`config.mk`:
```
export PLATFORM = sky130hd
export DESIGN_NAME = touch_pressure_pen_tracker_core
export DESIGN_NICKNAME = d
export VERILOG_FILES = /design/src/tppt_pkg.sv /design/src/tppt_seq.sv /design/src/tppt_dp.sv /design/src/touch_pressure_pen_tracker_core.sv
export VERILOG_INCLUDE_DIRS = /design/src /design/src/src
export SDC_FILE = /design/constraint.sdc
export NUM_CORES = 1
export LEC_CHECK = 0
export BUFFER_PORTS_ARGS = -buffer_cell sky130_fd_sc_hd__buf_2
export CELL_PAD_IN_SITES_DETAIL_PLACEMENT = 0
export CELL_PAD_IN_SITES_GLOBAL_PLACEMENT = 2
export CORE_MARGIN = 5
export CORE_UTILIZATION = 44
export DETAILED_ROUTE_END_ITERATION = 7
export GPL_ROUTABILITY_DRIVEN = 0
export GPL_TIMING_DRIVEN = 0
export PLACE_DENSITY_LB_ADDON = 0.1
export SLEW_MARGIN = 10
export SYNTH_ARGS = -nofsm -noshare
export SYNTH_HDL_FRONTEND = slang
export SYNTH_HIERARCHICAL = 1
export SYNTH_SLANG_ARGS = --single-unit
```
`constraint.sdc`:
```
create_clock -name clk -period 10.3 [get_ports clk]
set_input_delay 2.06 -clock clk [delete_from_list [all_inputs] [get_ports clk]]
set_output_delay 2.06 -clock clk [all_outputs]
set_load 0.05 [all_outputs]
```
`src/touch_pressure_pen_tracker_core_assert.svh`:
```
// Assertion macros for the touch pressure and pen tracker.
// Included by the RTL files that check their own logic; expects clk and rst in scope.
`ifndef TOUCH_PRESSURE_PEN_TRACKER_CORE_ASSERT_SVH
`define TOUCH_PRESSURE_PEN_TRACKER_CORE_ASSERT_SVH
`ifndef SYNTHESIS
// Checked outside reset.
`define TPPT_ASSERT(label, prop, msg) \
  label: assert property (@(posedge clk) disable iff (rst) prop) else $error(msg);
// Checked at every edge, reset included.
`define TPPT_ASSERT_ALWAYS(label, prop, msg) \
  label: assert property (@(posedge clk) prop) else $error(msg);
`else
`define TPPT_ASSERT(label, prop, msg)
`define TPPT_ASSERT_ALWAYS(label, prop, msg)
`endif
`endif

```
`src/tppt_pkg.sv`:
```
// Shared types, codes and the microcode table of the touch pressure and pen tracker.
// No dependencies.
package tppt_pkg;

  localparam int ACC_W     = 32;
  localparam int PLATE_W   = 16;
  localparam int THR_W     = 20;
  localparam int LIMIT_W   = 2;
  localparam int CFG_W     = 20;
  localparam int CFG_IDX_W = 2;
  localparam int DIV_STEPS = 32;
  localparam int DIV_CNT_W = 6;
  localparam int STEP_W    = 3;
  localparam int OP_W      = 3;
  localparam int COND_W    = 2;
  localparam int EV_W      = 2;

  // Register indexes of the configuration port
  localparam logic [CFG_IDX_W-1:0] REG_PLATE     = 2'd0;
  localparam logic [CFG_IDX_W-1:0] REG_THRESHOLD = 2'd1;
  localparam logic [CFG_IDX_W-1:0] REG_LIMIT     = 2'd2;
  localparam logic [CFG_IDX_W-1:0] REG_PEN_SENSE = 2'd3;

  // Event codes
  localparam logic [EV_W-1:0] EV_NONE = 2'd0;
  localparam logic [EV_W-1:0] EV_DOWN = 2'd1;
  localparam logic [EV_W-1:0] EV_UP   = 2'd2;

  // Datapath operations
  localparam logic [OP_W-1:0] OP_LOAD    = 3'd0;
  localparam logic [OP_W-1:0] OP_SUB     = 3'd1;
  localparam logic [OP_W-1:0] OP_MULX    = 3'd2;
  localparam logic [OP_W-1:0] OP_MULP    = 3'd3;
  localparam logic [OP_W-1:0] OP_DIVINIT = 3'd4;
  localparam logic [OP_W-1:0] OP_DIVSTEP = 3'd5;
  localparam logic [OP_W-1:0] OP_ROUND   = 3'd6;
  localparam logic [OP_W-1:0] OP_DECIDE  = 3'd7;

  // Sequencing conditions
  localparam logic [COND_W-1:0] COND_NEXT     = 2'd0;
  localparam logic [COND_W-1:0] COND_WAIT_IN  = 2'd1;
  localparam logic [COND_W-1:0] COND_LOOP     = 2'd2;
  localparam logic [COND_W-1:0] COND_WAIT_OUT = 2'd3;

  // Program steps
  localparam logic [STEP_W-1:0] STEP_LOAD    = 3'd0;
  localparam logic [STEP_W-1:0] STEP_SUB     = 3'd1;
  localparam logic [STEP_W-1:0] STEP_MULX    = 3'd2;
  localparam logic [STEP_W-1:0] STEP_MULP    = 3'd3;
  localparam logic [STEP_W-1:0] STEP_DIVINIT = 3'd4;
  localparam logic [STEP_W-1:0] STEP_DIVSTEP = 3'd5;
  localparam logic [STEP_W-1:0] STEP_ROUND   = 3'd6;
  localparam logic [STEP_W-1:0] STEP_DECIDE  = 3'd7;

  typedef struct packed {
    logic [OP_W-1:0]   op;
    logic [COND_W-1:0] cond;
    logic [STEP_W-1:0] target;
  } ctrl_word_t;

  typedef struct packed {
    logic in_fire;
    logic div_last;
    logic out_busy;
  } dp_status_t;

  typedef struct packed {
    logic [PLATE_W-1:0] plate;
    logic [THR_W-1:0]   threshold;
    logic [LIMIT_W-1:0] limit;
    logic               pen_sense;
  } cfg_t;

  // Microcode table: one control word per step
  function automatic ctrl_word_t rom_word(input logic [STEP_W-1:0] step);
    ctrl_word_t w;
    w = '{op: OP_LOAD, cond: COND_WAIT_IN, target: STEP_LOAD};
    case (step)
      STEP_LOAD:    w = '{op: OP_LOAD,    cond: COND_WAIT_IN,  target: STEP_LOAD};
      STEP_SUB:     w = '{op: OP_SUB,     cond: COND_NEXT,     target: STEP_LOAD};
      STEP_MULX:    w = '{op: OP_MULX,    cond: COND_NEXT,     target: STEP_LOAD};
      STEP_MULP:    w = '{op: OP_MULP,    cond: COND_NEXT,     target: STEP_LOAD};
      STEP_DIVINIT: w = '{op: OP_DIVINIT, cond: COND_NEXT,     target: STEP_LOAD};
      STEP_DIVSTEP: w = '{op: OP_DIVSTEP, cond: COND_LOOP,     target: STEP_DIVSTEP};
      STEP_ROUND:   w = '{op: OP_ROUND,   cond: COND_NEXT,     target: STEP_LOAD};
      STEP_DECIDE:  w = '{op: OP_DECIDE,  cond: COND_WAIT_OUT, target: STEP_LOAD};
      default:      w = '{op: OP_LOAD,    cond: COND_WAIT_IN,  target: STEP_LOAD};
    endcase
    return w;
  endfunction

endpackage

```
`src/tppt_seq.sv`:
```
// Microcode sequencer: step counter, control table lookup and conditional jumps.
// Depends on tppt_pkg.
module tppt_seq (
  input  logic                  clk,
  input  logic                  rst,
  input  tppt_pkg::dp_status_t  status,
  output tppt_pkg::ctrl_word_t  ctrl
);
  import tppt_pkg::*;

  logic [STEP_W-1:0] step;
  logic [STEP_W-1:0] step_next;

  assign ctrl = rom_word(step);

  always_comb begin
    case (ctrl.cond)
      COND_NEXT:     step_next = step + 1'b1;
      COND_WAIT_IN:  step_next = status.in_fire ? step + 1'b1 : step;
      COND_LOOP:     step_next = status.div_last ? step + 1'b1 : ctrl.target;
      COND_WAIT_OUT: step_next = status.out_busy ? step : ctrl.target;
      default:       step_next = STEP_LOAD;
    endcase
  end

  always_ff @(posedge clk) begin
    if (rst) begin
      step <= STEP_LOAD;
    end else begin
      step <= step_next;
    end
  end

endmodule

```
`src/tppt_dp.sv`:
```
// Datapath: sample registers, shared multiplier, restoring divider, pen state and result register.
// Depends on tppt_pkg and the assertion macro header.
`include "touch_pressure_pen_tracker_core_assert.svh"
module tppt_dp #(
  parameter int SAMPLE_BITS = 12
) (
  input  logic                                     clk,
  input  logic                                     rst,
  input  tppt_pkg::ctrl_word_t                     ctrl,
  input  tppt_pkg::cfg_t                           cfg,
  output tppt_pkg::dp_status_t                     status,
  input  logic                                     s_tvalid,
  output logic                                     s_tready,
  input  logic [((4*SAMPLE_BITS+7)/8)*8-1:0]       s_tdata,
  output logic                                     m_tvalid,
  input  logic                                     m_tready,
  output logic [((34+SAMPLE_BITS+7)/8)*8-1:0]      m_tdata
);
  import tppt_pkg::*;

  localparam int SB        = SAMPLE_BITS;
  localparam int RES_W     = ACC_W - SB;
  localparam int OUT_BITS  = EV_W + 2*SB + RES_W;
  localparam int OUT_W     = ((OUT_BITS + 7) / 8) * 8;
  localparam logic [SB-1:0]    FULL_SCALE = {SB{1'b1}};
  localparam logic [ACC_W-1:0] ROUND_ADD  = ACC_W'((64'd1 << (SB - 1)) - 64'd1);

  // Samples of the current poll
  logic [SB-1:0] x_val;
  logic [SB-1:0] y_val;
  logic [SB-1:0] z1_val;
  logic [SB-1:0] z2_val;
  logic          zero_res;

  logic [ACC_W-1:0]     acc;
  logic [ACC_W-1:0]     acc_next;
  logic [SB:0]          rem;
  logic [SB:0]          rem_next;
  logic [DIV_CNT_W-1:0] div_cnt;

  logic [PLATE_W-1:0]   mul_b;
  logic [ACC_W-1:0]     product;
  logic [SB:0]          rem_sh;
  logic                 div_ge;

  logic                 pen_down;
  logic                 pen_down_next;
  logic [LIMIT_W-1:0]   deb_cnt;
  logic [LIMIT_W-1:0]   deb_cnt_next;
  logic [LIMIT_W:0]     deb_inc;
  logic [LIMIT_W-1:0]   deb_sat;
  logic [ACC_W-1:0]     rt_ext;
  logic [EV_W-1:0]      ev;

  logic                 out_valid;
  logic [OUT_W-1:0]     out_data;
  logic                 in_fire;
  logic                 out_busy;
  logic                 dec_go;

  assign s_tready = (ctrl.op == OP_LOAD);
  assign in_fire  = s_tvalid && s_tready;
  assign out_busy = out_valid && !m_tready;
  assign dec_go   = (ctrl.op == OP_DECIDE) && !out_busy;

  assign status.in_fire  = in_fire;
  assign status.div_last = (div_cnt == DIV_CNT_W'(1));
  assign status.out_busy = out_busy;

  assign m_tvalid = out_valid;
  assign m_tdata  = out_data;

  // Shared multiplier, low word only
  assign mul_b   = (ctrl.op == OP_MULX) ? PLATE_W'(x_val) : cfg.plate;
  assign product = ACC_W'(acc * mul_b);

  // One restoring division step per cycle
  assign rem_sh = {rem[SB-1:0], acc[ACC_W-1]};
  assign div_ge = (rem_sh >= {1'b0, z1_val});

  always_comb begin
    acc_next = acc;
    rem_next = rem;
    case (ctrl.op)
      OP_SUB:     acc_next = ACC_W'(z2_val) - ACC_W'(z1_val);
      OP_MULX:    acc_next = product;
      OP_MULP:    acc_next = product;
      OP_DIVINIT: rem_next = '0;
      OP_DIVSTEP: begin
        acc_next = {acc[ACC_W-2:0], div_ge};
        rem_next = div_ge ? rem_sh - {1'b0, z1_val} : rem_sh;
      end
      OP_ROUND:   acc_next = acc + ROUND_ADD;
      default:    acc_next = acc;
    endcase
  end

  // Pen state decision
  assign rt_ext  = zero_res ? '0 : ACC_W'(acc >> SB);
  assign deb_inc = {1'b0, deb_cnt} + 1'b1;
  assign deb_sat = (deb_inc > {1'b0, cfg.limit}) ? cfg.limit : deb_inc[LIMIT_W-1:0];

  always_comb begin
    pen_down_next = pen_down;
    deb_cnt_next  = deb_cnt;
    ev            = EV_NONE;
    if (rt_ext > ACC_W'(cfg.threshold)) begin
      deb_cnt_next = '0;
      if (pen_down) begin
        ev            = EV_UP;
        pen_down_next = 1'b0;
      end
    end else begin
      deb_cnt_next = deb_sat;
      if (deb_sat >= cfg.limit) begin
        if (rt_ext != '0) begin
          ev            = EV_DOWN;
          pen_down_next = 1'b1;
        end else if (!cfg.pen_sense && pen_down) begin
          ev            = EV_UP;
          pen_down_next = 1'b0;
        end
      end
    end
  end

  always_ff @(posedge clk) begin
    if (in_fire) begin
      x_val    <= (s_tdata[SB-1:0] == FULL_SCALE) ? '0 : s_tdata[SB-1:0];
      y_val    <= ~s_tdata[2*SB-1:SB];
      z1_val   <= s_tdata[3*SB-1:2*SB];
      z2_val   <= s_tdata[4*SB-1:3*SB];
      zero_res <= (s_tdata[SB-1:0] == '0) || (s_tdata[SB-1:0] == FULL_SCALE)
                  || (s_tdata[3*SB-1:2*SB] == '0);
    end
    acc <= acc_next;
    rem <= rem_next;
    if (dec_go) begin
      out_data <= OUT_W'({rt_ext[RES_W-1:0], y_val, x_val, ev});
    end
  end

  always_ff @(posedge clk) begin
    if (rst) begin
      div_cnt   <= '0;
      pen_down  <= 1'b0;
      deb_cnt   <= '0;
      out_valid <= 1'b0;
    end else begin
      if (ctrl.op == OP_DIVINIT) begin
        div_cnt <= DIV_CNT_W'(DIV_STEPS);
      end else if (ctrl.op == OP_DIVSTEP) begin
        div_cnt <= div_cnt - 1'b1;
      end
      if (dec_go) begin
        pen_down  <= pen_down_next;
        deb_cnt   <= deb_cnt_next;
        out_valid <= 1'b1;
      end else if (m_tready) begin
        out_valid <= 1'b0;
      end
    end
  end

  `TPPT_ASSERT(a_div_cnt_live, (ctrl.op == OP_DIVSTEP) |-> (div_cnt != '0), "divider overrun")
  `TPPT_ASSERT(a_rem_bound, (ctrl.op == OP_DIVSTEP && !zero_res) |-> (rem < {1'b0, z1_val}), "remainder not below divisor")
  `TPPT_ASSERT(a_down_sets_pen, (dec_go && ev == EV_DOWN) |=> pen_down, "down report without pen down")
  `TPPT_ASSERT(a_result_from_decide, $rose(out_valid) |-> $past(ctrl.op == OP_DECIDE), "result without decision step")
  `TPPT_ASSERT_ALWAYS(a_reset_clears_out, rst |=> !out_valid, "result register not cleared by reset")

endmodule

```
`src/touch_pressure_pen_tracker_core.sv`:
```
// Top level of the touch pressure and pen tracker: configuration registers,
// microcode sequencer and datapath. Depends on tppt_pkg, tppt_seq and tppt_dp.

// Each input beat carries one poll of raw conversions (x, y, z1, z2). The block
// inverts y, forces a full-scale x to zero, works out the touch resistance
// ((z2 - z1) * x * plate / z1 + round) >> SAMPLE_BITS in 32-bit wrapping
// arithmetic (zero when x or z1 reads zero), runs the pen debounce and returns
// one result beat per poll: event (none, down, up), x, y and resistance. A
// short microprogram steps a plain datapath: load, subtract, two multiplies on
// one shared multiplier, then a restoring divider that yields one quotient bit
// per cycle, rounding and the pen decision. After the load step a poll runs
// through all the work steps, the divider loop included, before s_tready
// rises again; the result beat appears at that same edge. A finished result
// waits in the output register while the next poll is taken and worked on.
// Configuration writes take effect at once and belong between polls.
module touch_pressure_pen_tracker_core #(
  parameter int SAMPLE_BITS = 12
) (
  input  logic                                clk,
  input  logic                                rst,
  // Poll input; s_tdata from bit 0: x_raw, y_raw, z1_raw, z2_raw
  input  logic                                s_tvalid,
  output logic                                s_tready,
  input  logic [((4*SAMPLE_BITS+7)/8)*8-1:0]  s_tdata,
  // Result output; m_tdata from bit 0: event_kind, x_pos, y_pos, resistance
  output logic                                m_tvalid,
  input  logic                                m_tready,
  output logic [((34+SAMPLE_BITS+7)/8)*8-1:0] m_tdata,
  // Configuration write port
  input  logic                                cfg_we,
  input  logic [tppt_pkg::CFG_IDX_W-1:0]      cfg_index,
  input  logic [tppt_pkg::CFG_W-1:0]          cfg_data
);
  import tppt_pkg::*;

  cfg_t       cfg;
  ctrl_word_t ctrl;
  dp_status_t status;

  // Configuration registers; writes land directly, no read-back
  always_ff @(posedge clk) begin
    if (rst) begin
      cfg.plate     <= '0;
      cfg.threshold <= THR_W'(500);
      cfg.limit     <= LIMIT_W'(2);
      cfg.pen_sense <= 1'b0;
    end else if (cfg_we) begin
      case (cfg_index)
        REG_PLATE:     cfg.plate     <= cfg_data[PLATE_W-1:0];
        REG_THRESHOLD: cfg.threshold <= cfg_data[THR_W-1:0];
        REG_LIMIT:     cfg.limit     <= cfg_data[LIMIT_W-1:0];
        REG_PEN_SENSE: cfg.pen_sense <= cfg_data[0];
        default:       cfg.pen_sense <= cfg.pen_sense;
      endcase
    end
  end

  // Step counter and control table
  tppt_seq u_seq (
    .clk    (clk),
    .rst    (rst),
    .status (status),
    .ctrl   (ctrl)
  );

  // Arithmetic, pen state and result register
  tppt_dp #(
    .SAMPLE_BITS (SAMPLE_BITS)
  ) u_dp (
    .clk      (clk),
    .rst      (rst),
    .ctrl     (ctrl),
    .cfg      (cfg),
    .status   (status),
    .s_tvalid (s_tvalid),
    .s_tready (s_tready),
    .s_tdata  (s_tdata),
    .m_tvalid (m_tvalid),
    .m_tready (m_tready),
    .m_tdata  (m_tdata)
  );

endmodule

```
After elaboration in Yosys (flattened, before gate mapping)
Memory sizes are Yosys's and may differ from the RTL's. A register that Yosys moved wholly into a read port is not among the register bits.
Cells that the tools add are included.
{ "totals": {"romBits": 56, "ff_bits": 191, "memories": 1, "output_inout_bits": 50, "in_bits": 75} }
{ "memory_table": {"columns": ["memory", "depth", "width", "rd", "rd_ports_with_merged_regs", "write_ports", "line", "text"], "rows": [
  ["(name not given)", 8, 7, 1, 1, 0, "tppt_pkg.sv:78", "case (step)"]
]} }
{ "classes": {"n_mul": 1, "eq_ne": 17, "n_bitwise": 1, "n_reduce_logical": 28, "order_cmp": 4, "mux": 26, "add_sub_neg": 6} }
{ "op_table": {"columns": ["operator", "n"], "rows": [
  ["32-bit case mux with 4 select lines", 1],
  ["32-bit by 11-bit adder with 32-bit output, second input constant", 1],
  ["32-bit by 20-bit > comparator with 1-bit output", 1],
  ["32-bit by 16-bit multiplier with 32-bit output", 1],
  ["32-bit nonzero test", 1],
  ["12-bit zero test", 2],
  ["12-bit case mux with 2 select lines", 1],
  ["20-bit two-way mux", 1],
  ["16-bit two-way mux", 1],
  ["3-bit two-way mux", 5],
  ["2-bit two-way mux", 7],
  ["13-bit by 12-bit greater-or-equal comparator with 1-bit output", 1],
  ["12-bit by 12-bit subtractor with 13-bit output", 1],
  ["12-bit == test, second input constant", 1],
  ["3-bit == test, second input constant", 4],
  ["12-bit two-way mux", 1],
  ["6-bit two-way mux", 2],
  ["12-bit inverter", 1],
  ["3-bit case mux with 4 select lines", 1],
  ["12-bit subtractor", 1],
  ["2-bit AND reduction", 5],
  ["2-bit == test, second input constant", 4],
  ["3-bit by 2-bit == test with 1-bit output, second input constant", 2],
  ["6-bit by 1-bit == test with 1-bit output, second input constant", 1],
  ["20 further kinds", 36]
]} }

Longest topological paths before layout
{ "depth": {"depth_word": 6, "depth_mapped": 28} }

Modules after synthesis
The synthesis kept the hierarchy.
{ "by_module_without_submodules": {"columns": ["mod", "area_each_um2", "n_inst", "cells_per_inst"], "rows": [
  ["tppt_dp", 19845.3, 1, 2106],
  ["touch_pressure_pen_tracker_core", 1665.3, 1, 161],
  ["tppt_seq", 446.7, 1, 46]
]} }

Least setup slack after synthesis
OpenSTA, ideal clock, no wires.
{ "synth_timing": {"kind": "register to register", "startpoint": "reg u_seq/ctrl[7] (netlist name)", "endpoint": "reg u_dp.acc[27] (data pin)", "n_path_buf": 2, "path_stages_with_launch": 28, "setup_ns": 0.268, "path_slack_ns": 3.364, "t_arrival_ns": 6.668, "period_less_slack_ns": 6.936, "cell_sequence": "dfxtp_1 -> nand2b_4 -> nor2_4 -> buf_4 -> mux2_2 -> clkbuf_1 -> and2_1 -> fa_1 -> inv_1 -> fa_1 -> fa_1 -> inv_1 -> fa_1 -> fa_1 -> inv_1 -> fa_1 -> inv_1 -> ha_1 -> a21o_1 -> a21oi_1 -> o32ai_1 -> o21bai_1 -> a221o_1 -> a31oi_1 -> xor2_1 -> nor2_1 -> a221oi_1 -> nand2_1"} }
{ "synth_between": {"elab_chain_len": 4, "word_cells_on_any_way": 9} }
{ "synth_lines": {"columns": ["item", "line", "text"], "rows": [
  ["3-bit by 2-bit == test with 1-bit output", "tppt_dp.sv:74, tppt_dp.sv:84", null],
  ["16-bit two-way mux", "tppt_dp.sv:74", "assign mul_b = (ctrl.op == OP_MULX) ? PLATE_W'(x_val) : cfg.plate;"],
  ["32-bit by 16-bit multiplier with 32-bit output", "tppt_dp.sv:75", "assign product = ACC_W'(acc * mul_b);"],
  ["32-bit case mux with 4 select lines *", "tppt_dp.sv:84", "case (ctrl.op)"],
  ["net u_dp.acc_next[27]", "tppt_dp.sv:36", "logic [ACC_W-1:0] acc_next;"],
  ["to (signal assigned)", "tppt_dp.sv:136", "acc <= acc_next;"],
  ["to (decl)", "tppt_dp.sv:35", "logic [ACC_W-1:0] acc;"]
]} }
The timed path passes the listed nets; every way through them passes the cells marked *.
A chain may end at the register's enable or synchronous reset.

Worst setup path in the final report
{ "layout_timing": {"startpoint": "reg u_seq/ctrl[7] (netlist name)", "endpoint": "reg u_dp.acc[31] (data pin)"} }
{ "layout_between": {"elab_chain_len": 4, "word_cells_on_any_way": 9} }
{ "layout_lines": {"columns": ["item", "line"], "rows": [
  ["3-bit by 2-bit == test with 1-bit output", "tppt_dp.sv:74, tppt_dp.sv:84"],
  ["16-bit two-way mux", "tppt_dp.sv:74"],
  ["32-bit by 16-bit multiplier with 32-bit output", "tppt_dp.sv:75"],
  ["32-bit case mux with 4 select lines *", "tppt_dp.sv:84"],
  ["net u_dp.acc_next[31]", "tppt_dp.sv:36"]
]} }
Marks and branches as above.

==> impl_metrics.yaml <==
clock_tree:
  postCtsSetupBuffers: 0
  ctsHoldBuffers: 0
  cts_buffers: 17
  cts_tree: "yes"
  post_cts.resized_instances: 0
  clk_root_buffer_cell: "clkbuf_16"
  tritoncts_num_sinks: 197
  h-tree-depth: 4
  worst_path_clk_slew_ps: 80
  clkLatencyLatePin_ps: 470
  clock_path_buffers: 2
finish:
  multi_input_combinational_cell_area_um2: 14500
  finish.net_count: 2954
  syn2layout_area_growth_pct: 9.68
  drive_gt1_share_pct: 8.14
  area.sequential_um2: 5340
  n_fill_cell: 4724
  stdcell_count: 3134
flow_run:
  max-cap-violations: 0
critical_path:
  crit_path_end_kind: "flip-flop"
  crit_path_max_fanout: 10
  critical_path_source_type: "flip-flop"
  arrival_time_at_the_worst_endpoint_ps: 8660
  crit_type: "flip-flop to flip-flop"
  worstRegToRegCells: 26
  worstPathRequired_ps: 10480
die:
  die-area_um2: 54400
  start_util_pct: 44.6
  row_count: 81
  core_region_area_um2: 49200
  io_pins: 125
  dieWidth_um: 233
  chipHeight_um: 233
sta:
  holdWs_ps: 423
  tmin_final_ps: 8490
  maxSlewHeadroom_pct: 22.7
  rsz0062_at_grt: "no"
  worst_pin_slew_ps: 1160
  final.setup.tns_ps: 0
  worst_slack_ps: 1810
  finalMaxSlewViolations: 0
  fin_skew_ps: 16.9
  report.final.setup_viol: 0
  finalHoldViolations: 0
  max_clock_freq_mhz: 118
  post-route-period-util_pct: 82.4
detailed_routing:
  drtAntennaViolNets: 0
  first_iter_violations: 1373
  ratio_of_routed_vias_to_standard_cells: 5.22
  detail_route.first_pass.iterations: 7
  vias: 16366
  routed_wirelength_mm: 66.9
  routedWlPerCell_um: 21.3
  post-route-drc-count: 0
global_routing:
  antenna_found_initial: 0
  first_pass_grt_wire_length_mm: 103
  grt_start_max_net_pins: 36
  grt-ovfl-total: 0
  via_count_of_the_first_global_routing_pass: 16993
  total_routing_usage_reported_by_global_routing_pct: 25.2
placed_design:
  numPortBuffers: 122
  place_ws_ps: 1890
  place_hpwl_mm: 53.5
  dp_cells: 3100
worst_hold_path:
  timing.hold.worst.class: "flip-flop to flip-flop"
  whs_path_depth: 0
power_and_ir_drop:
  netSwitchingFraction_pct: 54.4
  ir_drop_mv: 0.192
  flop_pwr_share_pct: 15.1
  netSwitchingPower_uw: 4300
  comb_power_share_pct: 76.2
  total_leakage_power_uw: 0.0107
  pwr_density_cell_nw_per_um2: 329
  power.share.clock_pct: 8.7
  internal_power_uw: 3610
synth:
  synth.avg_cell_area_um2: 9.50
  synth_area_um2: 21900
  yosysWarnings: 6
  syn-instance-count: 2310
run_status:
  status: "completed"
flip-flops by register name, summed over array words and instances (netlist names):
register and count:
u_dp/pen_down 1, u_dp/deb_cnt 2, u_dp/x_val 12, cfg 39
u_dp/m_tvalid 1, u_dp/acc 32, u_dp/z1_val 12, u_dp/zero_res 1
u_dp/div_cnt 6, u_dp/z2_val 12, u_seq/ctrl 6, u_seq/step 3
u_dp/y_val 12, u_dp/m_tdata 46, u_dp/rem 12
metal layers:
layer  wire length (µm)  GRT usage (%)  up-vias  share of wire, %
li1                   -              -     7591                 -
met1              30500           36.4     8192                46
met2              30300           39.7      529                45
met3               4750           4.90       54               7.1
met4               1280           5.59        0               1.9
met5                  0              0        -                 0
final timing paths:
path | startpoint | to | slack, ps
worst max-delay path | u_seq/ctrl[7]$_DFF_P_ | u_dp/acc[31]$_DFFE_PP_ | 1810
worst min-delay path | u_dp/y_val[4]$_DFFE_PP_ | u_dp/m_tdata[18]$_DFFE_PP_ | 420
worst max register to register | u_seq/ctrl[7]$_DFF_P_ | u_dp/acc[31]$_DFFE_PP_ | 1810
worst min register to register | u_dp/y_val[4]$_DFFE_PP_ | u_dp/m_tdata[18]$_DFFE_PP_ | 420
power groups by stage:
stage | registers [µW] | logic (µW) | clock network, µW
3_5_place_dp | 1210 | 5960 | 0
5_1_grt | 1210 | 6720 | 738
4_1_cts | 1190 | 6020 | 703
3_3_place_gp | 1220 | 5890 | 0
2_1_floorplan | 1160 | 4110 | 0
6_report | 1200 | 6030 | 685
cell type report:
type                       count  share of cell area (%)
timing repair buffer         125                    2.79
multi-input combinational   1572                    60.4
sequential                   197                    22.2
buffer                       123                    2.11
clock inverter                15                   0.759
inverter                     419                    6.54
antenna                        2                  0.0208
clock buffer                  17                    1.77
tap                          664                    3.45
critical path, stage by stage (launching register included):
cell and delay, ps:
dfxtp_1 390, nand2b_4 210, nor2_4 380, mux2_2 290
clkbuf_1 500, clkbuf_1 570, nand2_1 150, fa_1 490
fa_1 500, fa_1 560, inv_1 60, fa_1 530
fa_1 520, inv_1 60, fa_1 480, inv_1 50
ha_1 360, a21o_1 140, a21oi_1 90, o32ai_1 340
o21bai_1 240, a221o_1 410, nand3_1 150, a21oi_1 250
a31oi_1 160, xnor2_1 200, o2111ai_1 110
placed cells by master (no fill, tap or decap), types with 6 or more instances in the layout:
master and n:
and3_1 6, xnor2_1 57, clkbuf_1 111, o21ai_0 33, o211ai_1 10, nor2_1 84, xor2_1 28, a21oi_1 48
dfxtp_1 58, buf_2 125, o22ai_1 6, nor3_1 17, inv_1 418, nor4_1 16, ha_1 117, mux2i_1 58
or3_1 9, a21o_1 32, nand2b_1 72, fa_1 307, o21a_1 6, a222oi_1 6, nand2_1 289, mux2_2 14
edfxtp_1 139, nand4_1 17, clkinv_8 6, a211oi_1 7, clkbuf_16 17, o2111ai_1 7, and2_1 142, nand3_1 33
nor2b_1 49, a22oi_1 7, o31ai_1 7
through the flow:
stage	total power, µW	util (%)	instance area (µm²)
6_report	7910	49.0	24100
5_1_grt	8670	48.9	24100
4_1_cts	7920	48.9	24100
3_5_place_dp	7170	47.7	23400
3_3_place_gp	7110	47.6	23400
2_1_floorplan	5280	-	21900
(Power assumes the default switching activity.)
